**src/ycc2rgb_pkg.sv**
```systemverilog
// ycc2rgb_pkg: constants shared by the YCbCr to RGB pixel converter
// no dependencies; imported by the two channel interfaces, the sample reducer and the top level
`timescale 1ns / 1ps

package ycc2rgb_pkg;

  localparam int WORD_W   = 16;
  localparam int SAMPLE_W = 8;
  localparam int DIFF_W   = 10;   // sample minus offset, signed
  localparam int ACC_W    = 22;   // products and sums, signed
  localparam int FRAC_BITS = 10;

  // ten-bit words carry the value in bits 15..6
  localparam int TEN_LSB = 6;

  localparam logic [10:0] TEN_FULL_SCALE = 11'd1023;

  localparam logic signed [DIFF_W-1:0] Y_OFFSET = 10'sd16;
  localparam logic signed [DIFF_W-1:0] C_OFFSET = 10'sd128;

  // bt.709 limited range, q10
  localparam logic signed [12:0] COEF_Y    = 13'sd1192;
  localparam logic signed [12:0] COEF_R_CR = 13'sd1836;
  localparam logic signed [12:0] COEF_G_CB = 13'sd218;
  localparam logic signed [12:0] COEF_G_CR = 13'sd546;
  localparam logic signed [12:0] COEF_B_CB = 13'sd2163;

  localparam logic signed [ACC_W-1:0] ROUND_HALF = 22'sd512;

endpackage

```
**src/ycc2rgb_in_if.sv**
```systemverilog
// ycc2rgb_in_if: input pixel channel, valid/ready with luma and chroma words
// depends on ycc2rgb_pkg for the word width
`timescale 1ns / 1ps

interface ycc2rgb_in_if import ycc2rgb_pkg::*; ();
  logic              valid;
  logic              ready;
  logic [WORD_W-1:0] luma_word;
  logic [WORD_W-1:0] cb_word;
  logic [WORD_W-1:0] cr_word;

  modport source (output valid, output luma_word, output cb_word, output cr_word,
                  input ready);
  modport sink   (input valid, input luma_word, input cb_word, input cr_word,
                  output ready);
endinterface

```
**src/ycc2rgb_out_if.sv**
```systemverilog
// ycc2rgb_out_if: result pixel channel, valid/ready with 8-bit red, green, blue
// depends on ycc2rgb_pkg for the sample width
`timescale 1ns / 1ps

interface ycc2rgb_out_if import ycc2rgb_pkg::*; ();
  logic                valid;
  logic                ready;
  logic [SAMPLE_W-1:0] red;
  logic [SAMPLE_W-1:0] green;
  logic [SAMPLE_W-1:0] blue;

  modport source (output valid, output red, output green, output blue, input ready);
  modport sink   (input valid, input red, input green, input blue, output ready);
endinterface

```
**src/ycc2rgb_sample.sv**
```systemverilog
// ycc2rgb_sample: reduces one sample word to an 8-bit sample
// ten-bit mode scales word[15:6] by 255/1023 with truncation; depends on ycc2rgb_pkg
`timescale 1ns / 1ps

module ycc2rgb_sample import ycc2rgb_pkg::*; (
  input  logic                ten_bit,
  input  logic [WORD_W-1:0]   word,
  output logic [SAMPLE_W-1:0] sample
);

  logic [9:0]          v10;
  logic [17:0]         scaled;
  logic [SAMPLE_W-1:0] q0;
  logic [10:0]         rem;
  logic [SAMPLE_W-1:0] q_ten;

  assign v10    = word[WORD_W-1:TEN_LSB];
  // v * 255 as (v << 8) - v
  assign scaled = {v10, 8'b0} - {8'b0, v10};
  // x / 1023: estimate x >> 10, remainder stays below twice the divisor
  assign q0     = scaled[17:10];
  assign rem    = {1'b0, scaled[9:0]} + {3'b0, q0};
  assign q_ten  = (rem >= TEN_FULL_SCALE) ? q0 + 8'd1 : q0;

  assign sample = ten_bit ? q_ten : word[SAMPLE_W-1:0];

endmodule

```
**src/ycbcr_to_rgb_pixel_convert.sv**
```systemverilog
// YCbCr to RGB pixel converter (bt.709 limited range, q10 matrix, clamp to 0..255).
// One pixel per clock sustained while the output does not stall; each beat passes
// through the four register stages in order: sample reduction, multiply, sum, round
// and clamp. Each stage holds its beat when the next is full and blocked, so a stall at
// the output backs up stage by stage and empty stages keep taking beats. ten_bit_r
// selects 10-bit MSB-aligned words (bits 15..6) over the low byte; write it while idle.
// Depends on ycc2rgb_pkg, ycc2rgb_in_if, ycc2rgb_out_if and ycc2rgb_sample.
`timescale 1ns / 1ps

module ycbcr_to_rgb_pixel_convert import ycc2rgb_pkg::*; (
  input  logic          clk,
  input  logic          rst_n,
  input  logic          cfg_we,
  input  logic          cfg_wdata,
  ycc2rgb_in_if.sink    in_pix,
  ycc2rgb_out_if.source out_pix
);

  logic ten_bit_r;

  // stage valids and enables
  logic v1_r, v2_r, v3_r, v4_r;
  logic en1, en2, en3, en4;

  // stage 1: samples
  logic [SAMPLE_W-1:0] y_s_nxt, cb_s_nxt, cr_s_nxt;
  logic [SAMPLE_W-1:0] y_s_r, cb_s_r, cr_s_r;

  // stage 2: products
  logic signed [DIFF_W-1:0] y_d, cb_d, cr_d;
  logic signed [ACC_W-1:0]  p_y_nxt, p_rcr_nxt, p_gcb_nxt, p_gcr_nxt, p_bcb_nxt;
  logic signed [ACC_W-1:0]  p_y_r, p_rcr_r, p_gcb_r, p_gcr_r, p_bcb_r;

  // stage 3: sums
  logic signed [ACC_W-1:0] s_r_nxt, s_g_nxt, s_b_nxt;
  logic signed [ACC_W-1:0] s_r_r, s_g_r, s_b_r;

  // stage 4: clamped result
  logic [SAMPLE_W-1:0] red_nxt, green_nxt, blue_nxt;
  logic [SAMPLE_W-1:0] red_r, green_r, blue_r;

  assign en4 = !v4_r || out_pix.ready;
  assign en3 = !v3_r || en4;
  assign en2 = !v2_r || en3;
  assign en1 = !v1_r || en2;

  assign in_pix.ready = en1;

  always_ff @(posedge clk) begin
    if (!rst_n) begin
      ten_bit_r <= 1'b0;
    end else if (cfg_we) begin
      ten_bit_r <= cfg_wdata;
    end
  end

  ycc2rgb_sample u_y  (.ten_bit(ten_bit_r), .word(in_pix.luma_word), .sample(y_s_nxt));
  ycc2rgb_sample u_cb (.ten_bit(ten_bit_r), .word(in_pix.cb_word),   .sample(cb_s_nxt));
  ycc2rgb_sample u_cr (.ten_bit(ten_bit_r), .word(in_pix.cr_word),   .sample(cr_s_nxt));

  assign y_d  = $signed({2'b00, y_s_r})  - Y_OFFSET;
  assign cb_d = $signed({2'b00, cb_s_r}) - C_OFFSET;
  assign cr_d = $signed({2'b00, cr_s_r}) - C_OFFSET;

  assign p_y_nxt   = y_d * COEF_Y + ROUND_HALF;
  assign p_rcr_nxt = cr_d * COEF_R_CR;
  assign p_gcb_nxt = cb_d * COEF_G_CB;
  assign p_gcr_nxt = cr_d * COEF_G_CR;
  assign p_bcb_nxt = cb_d * COEF_B_CB;

  assign s_r_nxt = p_y_r + p_rcr_r;
  assign s_g_nxt = p_y_r - p_gcb_r - p_gcr_r;
  assign s_b_nxt = p_y_r + p_bcb_r;

  // floor shift then clamp: negative gives 0, anything past a byte gives 255
  function automatic logic [SAMPLE_W-1:0] round_clamp(input logic signed [ACC_W-1:0] v);
    logic signed [ACC_W-FRAC_BITS-1:0] q;
    q = v[ACC_W-1:FRAC_BITS];
    if (q[ACC_W-FRAC_BITS-1]) begin
      round_clamp = '0;
    end else if (q[ACC_W-FRAC_BITS-2:SAMPLE_W] != '0) begin
      round_clamp = '1;
    end else begin
      round_clamp = q[SAMPLE_W-1:0];
    end
  endfunction

  assign red_nxt   = round_clamp(s_r_r);
  assign green_nxt = round_clamp(s_g_r);
  assign blue_nxt  = round_clamp(s_b_r);

  always_ff @(posedge clk) begin
    if (!rst_n) begin
      v1_r <= 1'b0;
      v2_r <= 1'b0;
      v3_r <= 1'b0;
      v4_r <= 1'b0;
    end else begin
      if (en1) v1_r <= in_pix.valid;
      if (en2) v2_r <= v1_r;
      if (en3) v3_r <= v2_r;
      if (en4) v4_r <= v3_r;
    end
  end

  always_ff @(posedge clk) begin
    if (en1) begin
      y_s_r  <= y_s_nxt;
      cb_s_r <= cb_s_nxt;
      cr_s_r <= cr_s_nxt;
    end
    if (en2) begin
      p_y_r   <= p_y_nxt;
      p_rcr_r <= p_rcr_nxt;
      p_gcb_r <= p_gcb_nxt;
      p_gcr_r <= p_gcr_nxt;
      p_bcb_r <= p_bcb_nxt;
    end
    if (en3) begin
      s_r_r <= s_r_nxt;
      s_g_r <= s_g_nxt;
      s_b_r <= s_b_nxt;
    end
    if (en4) begin
      red_r   <= red_nxt;
      green_r <= green_nxt;
      blue_r  <= blue_nxt;
    end
  end

  assign out_pix.valid = v4_r;
  assign out_pix.red   = red_r;
  assign out_pix.green = green_r;
  assign out_pix.blue  = blue_r;

  // an accepted beat lands in stage 1
  a_accept_to_s1: assert property (@(posedge clk) disable iff (!rst_n)
    in_pix.valid && in_pix.ready |=> v1_r)
    else $error("accepted beat missing from stage 1");

  // a full stage 2 whose successor is blocked keeps its beat and its luma, red and blue products
  a_s2_hold: assert property (@(posedge clk) disable iff (!rst_n)
    v2_r && !en3 |=> v2_r && $stable(p_y_r) && $stable(p_rcr_r) && $stable(p_bcb_r))
    else $error("stage 2 lost its beat under stall");

  // a full sum stage moves into the output stage whenever it is free
  a_s3_to_s4: assert property (@(posedge clk) disable iff (!rst_n)
    v3_r && en4 |=> v4_r)
    else $error("beat dropped between sum and output stage");

  // the mode register follows the configuration write
  a_cfg_write: assert property (@(posedge clk) disable iff (!rst_n)
    cfg_we |=> ten_bit_r == $past(cfg_wdata))
    else $error("mode register did not take the write");

endmodule
```
**src/flat_wrapper.sv**
```systemverilog
// flat-port wrapper written by rule: the top's interface ports become plain ports
module ycbcr_to_rgb_pixel_convert_flat import ycc2rgb_pkg::*;
  (clk, rst_n, cfg_we, cfg_wdata, in_pix_valid, in_pix_luma_word, in_pix_cb_word, in_pix_cr_word, in_pix_ready, out_pix_valid, out_pix_red, out_pix_green, out_pix_blue, out_pix_ready);
  ycc2rgb_in_if in_pix_i ();
  ycc2rgb_out_if out_pix_i ();
  input  logic clk;
  input  logic rst_n;
  input  logic cfg_we;
  input  logic cfg_wdata;
  input wire logic [$bits(in_pix_i.valid)-1:0] in_pix_valid;
  input wire logic [$bits(in_pix_i.luma_word)-1:0] in_pix_luma_word;
  input wire logic [$bits(in_pix_i.cb_word)-1:0] in_pix_cb_word;
  input wire logic [$bits(in_pix_i.cr_word)-1:0] in_pix_cr_word;
  output wire logic [$bits(in_pix_i.ready)-1:0] in_pix_ready;
  output wire logic [$bits(out_pix_i.valid)-1:0] out_pix_valid;
  output wire logic [$bits(out_pix_i.red)-1:0] out_pix_red;
  output wire logic [$bits(out_pix_i.green)-1:0] out_pix_green;
  output wire logic [$bits(out_pix_i.blue)-1:0] out_pix_blue;
  input wire logic [$bits(out_pix_i.ready)-1:0] out_pix_ready;
  assign in_pix_i.valid = in_pix_valid;
  assign in_pix_i.luma_word = in_pix_luma_word;
  assign in_pix_i.cb_word = in_pix_cb_word;
  assign in_pix_i.cr_word = in_pix_cr_word;
  assign in_pix_ready = in_pix_i.ready;
  assign out_pix_valid = out_pix_i.valid;
  assign out_pix_red = out_pix_i.red;
  assign out_pix_green = out_pix_i.green;
  assign out_pix_blue = out_pix_i.blue;
  assign out_pix_i.ready = out_pix_ready;
  ycbcr_to_rgb_pixel_convert u_core (.clk(clk), .rst_n(rst_n), .cfg_we(cfg_we), .cfg_wdata(cfg_wdata), .in_pix(in_pix_i), .out_pix(out_pix_i));
endmodule
```
**config.mk**
```make
export PLATFORM = sky130hd
export DESIGN_NAME = ycbcr_to_rgb_pixel_convert_flat
export DESIGN_NICKNAME = d
export VERILOG_FILES = /design/src/ycc2rgb_pkg.sv /design/src/ycc2rgb_in_if.sv /design/src/ycc2rgb_out_if.sv /design/src/ycc2rgb_sample.sv /design/src/ycbcr_to_rgb_pixel_convert.sv /design/src/flat_wrapper.sv
export SDC_FILE = /design/constraint.sdc
export NUM_CORES = 1
export LEC_CHECK = 0
export BUFFER_PORTS_ARGS = -buffer_cell sky130_fd_sc_hd__buf_2
export CORE_ASPECT_RATIO = 0.6
export CORE_UTILIZATION = 58
export DETAILED_ROUTE_END_ITERATION = 10
export GPL_ROUTABILITY_DRIVEN = 0
export GPL_TIMING_DRIVEN = 0
export HOLD_SLACK_MARGIN = 0.12
export PLACE_DENSITY = 0.83
export REMOVE_ABC_BUFFERS = 1
export SKIP_CTS_REPAIR_TIMING = 1
export SYNTH_ARGS = -nofsm -noshare
export SYNTH_HDL_FRONTEND = slang
export SYNTH_SLANG_ARGS = --single-unit
```
**constraint.sdc**
```tcl
create_clock -name clk -period 4.6 [get_ports clk]
set_input_delay 0.23 -clock clk [delete_from_list [all_inputs] [get_ports clk]]
set_output_delay 0.23 -clock clk [all_outputs]
set_load 0.1 [all_outputs]
```
==> out/summary.txt, run 1 <==
STATUS
----------------------------------------------------------------------------------------
Outcome                                                                     finished with violations
Failing checks                                                              setup timing

POWER
----------------------------------------------------------------------------------------
Power density of the placed cells                                           770.9 mW/mm²
Maximum vdd ir drop                                                             669.2 µV
Static leakage                                                                  9.920 nW

TIMING
----------------------------------------------------------------------------------------
Pins Over Slew Limit                                                                   0
Portion of the clock cycle consumed by the worst path in the final layout          1.032
Post-layout minimum cycle time                                                  4.747 ns
Setup violation total in the final timing report                                       5
Slew headroom                                                                     0.1478
Clock tree skew after final layout                                            0.01355 ns
Worst setup slack after layout                                                -0.1471 ns
Final-layout setup total negative slack                                       -0.2775 ns
Worst Max-Slew Pin Slew                                                         1.275 ns
Setup repair after global routing missed its margin                                 true
Final Hold Fails                                                                       0
Max Clk Rate                                                                   210.7 MHz

CLOCK NETWORK
----------------------------------------------------------------------------------------
H-Tree Level Count                                                                     4
Worst skew pair latency                                                          0.46 ns
Buffers from clock root to sink, at most                                               2
Inserted Clock Buffers                                                                17
Clk sinks                                                                            181
Root Buffer Master                                                          sky130_fd_sc_hd__clkbuf_16
TritonCTS clock tree                                                                 yes
Clock-pin slew of the registers on the worst-case setup and hold paths           0.08 ns

YOSYS
----------------------------------------------------------------------------------------
Fraction of registers with async set/reset                                             0
Yosys warning count                                                                    0
Most used flip-flop cell after synthesis                                    sky130_fd_sc_hd__edfxtp_1
FF+latch count, synth                                                                181
Syn Area/Cell                                                                  10.35 µm²
Post-Synthesis Cell Area                                                     0.01830 mm²
Count of distinct cell types in the synthesized netlist                               90
Synth Instances                                                                     1768
Seq/Total Area, Yosys                                                             0.2943
Number of enable flip-flop cells after synthesis                                     176

WORST SETUP PATH
----------------------------------------------------------------------------------------
Worst Setup End Kind                                                            register
Required time at the worst-slack endpoint                                        4.79 ns
Startpoint type of the worst setup path                                         register
Arrival time at the worst endpoint                                               4.94 ns
Kind of critical path                                                         reg -> reg
Critical path fanouts, max                                                             6

DRT
----------------------------------------------------------------------------------------
Via count                                                                          13990
Post-route DRC violation count                                                         0
Initial DRC Count                                                                   1049
Remaining number of nets flagged by the antenna check after routing                    0
Final routed wire length divided by cell count                                  19.41 µm
Via density per instance                                                           5.929
TritonRoute pass-1 iters                                                               7
Detailed-route wire length                                                      45.80 mm

GLOBAL ROUTE
----------------------------------------------------------------------------------------
Vias in the first global route                                                     13570
Grt met3 use                                                                     0.07910
First-pass GRT wire length                                                      67.54 mm
Met1 track utilization from global routing                                        0.3605
Leftover overflow at the end of global routing                                         0
Tot GR Track Use                                                                  0.2671
GRT busiest layer                                                                   met2
Largest net degree at the start of global routing                                     61
Met2 track demand over resource in global routing                                 0.4190
Initial antenna violation count                                                        3

LAYOUT
----------------------------------------------------------------------------------------
Highest-count cells in the layout ignoring fill and taps                    sky130_fd_sc_hd__ha_1, sky130_fd_sc_hd__inv_1, sky130_fd_sc_hd__edfxtp_1, sky130_fd_sc_hd__nor2_1, sky130_fd_sc_hd__xnor2_1
Most common library cell in the layout ignoring fill and taps               sky130_fd_sc_hd__ha_1
Synthesis-to-layout area growth                                                   16.74%
Final net count                                                                     2422
Share of final-layout standard cells stronger than drive strength 1               0.1786
Final Util                                                                        0.7011

FLOORPLANNING
----------------------------------------------------------------------------------------
Die width                                                                       231.3 µm
Area of the core                                                             0.03047 mm²
Starting utilization of the core area                                             0.6006
FP Rows                                                                               49
Die ar.                                                                      0.03229 mm²
Y dimension of the die                                                          139.6 µm
I/O pin count                                                                         80

PLACE
----------------------------------------------------------------------------------------
Count of buffers inserted at the top-level ports                                      79
Placed wire-length estimate                                                     33.03 mm

WORST HOLD PATH
----------------------------------------------------------------------------------------
Class of the tightest hold or removal check                                    in -> reg

FLOW RUN
----------------------------------------------------------------------------------------
Max-cap violations                                                                     0

==> cells by family (layout without fill, tap and decap cells) <==
kind of cell / Yosys count / after routing / synth area share
fa+ha+maj: 432 / 432 / 0.3335
simple gates: 389 / 389 / 0.1064
compound gates: 303 / 303 / 0.1155
buf+inv: 283 / 464 / 0.06058
flops: 181 / 181 / 0.2943
xor+xnor: 166 / 166 / 0.08170
mux: 14 / 14 / 0.008068
other cells: 0 / 2 / 0
==> critical path, cell delays in order, from the launching register on <==
cell and delay, ns:
sky130_fd_sc_hd__edfxtp_1 0.52, sky130_fd_sc_hd__fa_1 0.56, sky130_fd_sc_hd__fa_1 0.43, sky130_fd_sc_hd__ha_1 0.30, sky130_fd_sc_hd__inv_1 0.05, sky130_fd_sc_hd__fa_1 0.51, sky130_fd_sc_hd__inv_2 0.06, sky130_fd_sc_hd__ha_4 0.26
sky130_fd_sc_hd__fa_2 0.36, sky130_fd_sc_hd__a21o_1 0.22, sky130_fd_sc_hd__a21oi_4 0.19, sky130_fd_sc_hd__o21bai_2 0.10, sky130_fd_sc_hd__a21oi_2 0.23, sky130_fd_sc_hd__o211a_1 0.26, sky130_fd_sc_hd__o31ai_2 0.10, sky130_fd_sc_hd__a21oi_2 0.20
sky130_fd_sc_hd__xnor2_2 0.11
==> state kept, by name (all words and copies together) (netlist names), 8 cells and up <==
register and flops:
u_core.p_bcb_r 20, u_core.p_rcr_r 19, u_core.p_y_r 19, u_core.p_gcr_r 18
u_core.p_gcb_r 16, u_core.s_b_r 12, u_core.s_g_r 12, u_core.s_r_r 12
u_core.cb_s_r 8, u_core.cr_s_r 8, u_core.out_pix.blue 8, u_core.out_pix.green 8
u_core.out_pix.red 8, u_core.y_s_r 8
==> cell usage after synthesis, drive strengths merged, types with 11 or more instances <==
| library cell | count | area (µm²) |
|---|---|---|
| nor4 | 11 | 75.07 |
| nor3 | 35 | 190.2 |
| nand4 | 11 | 68.82 |
| nand3 | 33 | 165.2 |
| inv | 256 | 960.9 |
| a21oi | 73 | 365.4 |
| or2 | 12 | 75.07 |
| a211oi | 21 | 157.7 |
| fa | 93 | 1862 |
| a31oi | 15 | 100.1 |
| a21o | 35 | 262.8 |
| xnor2 | 101 | 903.4 |
| o211ai | 13 | 102.6 |
| clkbuf | 16 | 83.84 |
| and3 | 17 | 106.4 |
| nand2 | 61 | 229.0 |
| o21a | 20 | 150.1 |
| o21ai | 38 | 190.2 |
| nor2b | 17 | 106.4 |
| nor2 | 135 | 506.7 |
| ha | 339 | 4242 |
| or3 | 13 | 81.33 |
| xor2 | 65 | 591.8 |
| edfxtp | 176 | 5285 |
==> through the flow <==
step                      worst slack (ns)  total power [mW]  hold WS, ns  instance area [µm²]  std cells
after floorplan                    -0.9661             10.60       0.3476                18160       1742
after global placement              -1.687             12.43       0.4585                19060       2229
after detailed placement            -1.538             13.04       0.4720                19100       2230
after CTS                           -1.587             14.73     0.004468                19720       2262
after global routing               -0.2316             17.53       0.1209                21360       2357
final                              -0.1471             16.47       0.1087                21360       2359
==> final timing paths <==
| kind | startpoint | to | slack, ns | cells past startpoint |
|---|---|---|---|---|
| max reg2reg | u_core.cb_s_r[0] | u_core.p_bcb_r[21] | -0.15 | 16 |
| min reg2reg | u_core.v2_r | u_core.v3_r | 0.49 | 2 |
| max | u_core.cb_s_r[0] | u_core.p_bcb_r[21] | -0.15 | 16 |
| min | in_pix_cr_word[1] | u_core.cr_s_r[1] | 0.11 | 3 |
==> power breakdown <==
group	switching, mW	internal [mW]
registers	0.359	3.08
logic	6.89	4.57
clock network	0.695	0.871
total	7.94	8.52
==> final cells by class <==
type                       instances  area [µm²]
antenna                            2       5.005
clock buffer                      18       429.2
clock inverter                    14       192.7
fill                            2074        9107
inverter                         257       983.4
multi-input combinational       1304       12680
sequential                       181        5385
tap                              408       510.5
timing repair buffer             175        1180
==> metal layers <==
layer | wire length, µm | vias to the layer above
li1 | - | 6573
met5 | 0 | -
met3 | 3518 | 78
met1 | 19940 | 6770
met4 | 1040 | 0
met2 | 21300 | 566
No activity file was read; power rests on OpenSTA's default activity.
==> run 2, diff against run 1 <==
PLACE_DENSITY = 0.79   (was 0.83)
RECOVER_POWER = 50   (was default)
==> run 2 against run 1 <==
The flow finishes with violations (capacitance limit, slew limit, setup timing). Die area did not move. Worst setup slack lost 0.079 ns. Hold slack gained 0.0070 ns.
==> out/summary.txt, run 2 (synthesized netlist as in run 1, its figures left out) <==
STATUS
----------------------------------------------------------------------------------------
Outcome                                                                     finished with violations
Failing checks                                                              capacitance limit, slew limit, setup timing

WORST HOLD PATH
----------------------------------------------------------------------------------------
Critical hold path startpoint                                               in_pix_luma_word[4]
Class of the tightest hold or removal check                                    in -> reg
Worst hold path stage count                                                            3

CLOCK NETWORK
----------------------------------------------------------------------------------------
H-Tree Level Count                                                                     4
Worst skew pair latency                                                          0.46 ns
Clk sinks                                                                            181
Inserted Clock Buffers                                                                17
Root Buffer Master                                                          sky130_fd_sc_hd__clkbuf_16
Clock-pin slew of the registers on the worst-case setup and hold paths           0.07 ns
TritonCTS clock tree                                                                 yes
Buffers from clock root to sink, at most                                               2

TIMING
----------------------------------------------------------------------------------------
Setup repair after global routing missed its margin                                 true
Worst Max-Slew Pin Slew                                                         1.562 ns
Max Clk Rate                                                                   207.2 MHz
Slew headroom                                                                   -0.04149
Worst setup slack after layout                                                -0.2265 ns
Setup violation total in the final timing report                                      11
Final Hold Fails                                                                       0
Clock tree skew after final layout                                            0.01142 ns
Post-layout minimum cycle time                                                  4.827 ns
Pins Over Slew Limit                                                                  62
Portion of the clock cycle consumed by the worst path in the final layout          1.049

LAYOUT
----------------------------------------------------------------------------------------
Most common library cell in the layout ignoring fill and taps               sky130_fd_sc_hd__ha_1
Flip-flop count of the largest register, all copies and words added                   20
Post-route cell area                                                         0.02146 mm²
Share of final-layout standard cells stronger than drive strength 1               0.1743
Synthesis-to-layout area growth                                                   17.29%
Final net count                                                                     2441
Largest Register                                                            u_core.p_bcb_r
Highest-count cells in the layout ignoring fill and taps                    sky130_fd_sc_hd__ha_1, sky130_fd_sc_hd__inv_1, sky130_fd_sc_hd__edfxtp_1, sky130_fd_sc_hd__nor2_1, sky130_fd_sc_hd__xnor2_1
Largest registers in the final layout                                       u_core.p_bcb_r (20), u_core.p_rcr_r (19), u_core.p_y_r (19)

DRT
----------------------------------------------------------------------------------------
Remaining number of nets flagged by the antenna check after routing                    0
TritonRoute pass-1 iters                                                               5
Via density per instance                                                           5.854
Final routed wire length divided by cell count                                  18.81 µm
Via count                                                                          13910
Detailed-route wire length                                                      44.71 mm
Post-route DRC violation count                                                         0
Initial DRC Count                                                                   1129

FLOORPLANNING
----------------------------------------------------------------------------------------
Die width                                                                       231.3 µm
I/O pin count                                                                         80
Die ar.                                                                      0.03229 mm²
FP Rows                                                                               49
Starting utilization of the core area                                             0.6006
Y dimension of the die                                                          139.6 µm
Area of the core                                                             0.03047 mm²

WORST SETUP PATH
----------------------------------------------------------------------------------------
Cells traversed along the worst timing path                                 clkinvlp_4, buf_12, ha_4, clkinv_4, ha_4, inv_2, fa_1, fa_1, inv_2, fa_1, ha_4, a21oi_4, o21bai_4, a21oi_4, o211a_4, o31ai_2, a21oi_2, xnor2_2
Cell type group with the largest total delay on the critical path            adder cells
Worst R2R Start                                                             u_core.cb_s_r[7]
Kind of critical path                                                         reg -> reg
Critical-path top delay cell                                                sky130_fd_sc_hd__edfxtp_1
Worst Setup SP                                                              u_core.cb_s_r[7]
Total buffers and inverters traversed by the critical path                             5
Biggest cell delay along the critical path                                       0.60 ns
Startpoint type of the worst setup path                                         register
Required time at the worst-slack endpoint                                        4.79 ns
Levels on crit path                                                                   18
Critical path fanouts, max                                                             6
Worst Setup End Kind                                                            register
Cell depth of the worst flop-to-flop path                                             18
Arrival time at the worst endpoint                                               5.02 ns

POWER
----------------------------------------------------------------------------------------
Static leakage                                                                  9.901 nW
Power density of the placed cells                                           750.1 mW/mm²
Maximum vdd ir drop                                                             880.3 µV

FLOW RUN
----------------------------------------------------------------------------------------
Max-cap violations                                                                     2

PLACE
----------------------------------------------------------------------------------------
Count of buffers inserted at the top-level ports                                      79
Dpl ws                                                                         -1.753 ns
Area of placed instances                                                     0.01910 mm²
Placed wire-length estimate                                                     32.14 mm

GLOBAL ROUTE
----------------------------------------------------------------------------------------
Vias in the first global route                                                     12810
Initial antenna violation count                                                        4
Tot GR Track Use                                                                  0.2566
Largest net degree at the start of global routing                                     62
First-pass GRT wire length                                                      65.02 mm
Leftover overflow at the end of global routing                                         0

run 2: changes by cell type in the layout (fill, tap and decap cells not counted), moves of 4 or more:
| cell | delta |
|---|---|
| sky130_fd_sc_hd__clkbuf_4 | +5 |
| sky130_fd_sc_hd__buf_2 | -24 |
| sky130_fd_sc_hd__clkbuf_1 | +31 |
| sky130_fd_sc_hd__inv_1 | -6 |
| sky130_fd_sc_hd__xnor2_2 | +4 |
| sky130_fd_sc_hd__buf_4 | +5 |
| sky130_fd_sc_hd__inv_2 | +6 |
| sky130_fd_sc_hd__a21oi_2 | -4 |
run 2: tightest hold or removal path: stages:
cell	delay (ns)
sky130_fd_sc_hd__buf_2	0.08
sky130_fd_sc_hd__nand2_1	0.06
sky130_fd_sc_hd__nand4_1	0.09
run 2: final timing paths:
| path | endpoint | slack, ns |
|---|---|---|
| hold reg to reg | u_core.v3_r | 0.48 |
| setup / recovery | u_core.p_bcb_r[21] | -0.23 |
| hold / removal | u_core.y_s_r[4] | 0.12 |
| setup reg to reg | u_core.p_bcb_r[21] | -0.23 |
run 2: layout make-up:
class	instances	area, µm²
Antenna cell	1	2.502
Clock buffer	20	436.7
Clock inverter	12	120.1
Fill cell	2095	9006
Inverter	257	985.9
Multi-Input combinational cell	1304	12730
Sequential cell	181	5385
Tap cell	408	510.5
Timing Repair Buffer	194	1292
run 2: per-stage QoR:
stage / hold WS, ns / total power [mW] / cells / utilization / setup TNS (ns)
4_1_cts: -0.01572 / 14.44 / 2262 / 0.6451 / -33.66
2_1_floorplan: 0.3476 / 10.60 / 1742 / - / -7.111
6_report: 0.1157 / 16.10 / 2377 / 0.7044 / -0.9851
3_5_place_dp: 0.4644 / 12.94 / 2230 / 0.6268 / -34.38
5_1_grt: 0.1148 / 17.29 / 2376 / 0.7043 / -2.372
3_3_place_gp: 0.4587 / 12.44 / 2229 / 0.6256 / -33.78
run 2: per-layer routing:
metal | vias to the layer above | GRT usage | routed length, µm
li1 | 6604 | - | -
met1 | 6723 | 0.3802 | 20110
met2 | 491 | 0.3769 | 20250
met3 | 96 | 0.05840 | 3321
met4 | 0 | 0.06518 | 1026
met5 | - | 0 | 0
run 2: power by group:
group / switching (mW) / internal (mW)
sequential: 0.356 / 3.09
combinational: 6.73 / 4.51
clock: 0.669 / 0.756
total: 7.75 / 8.35
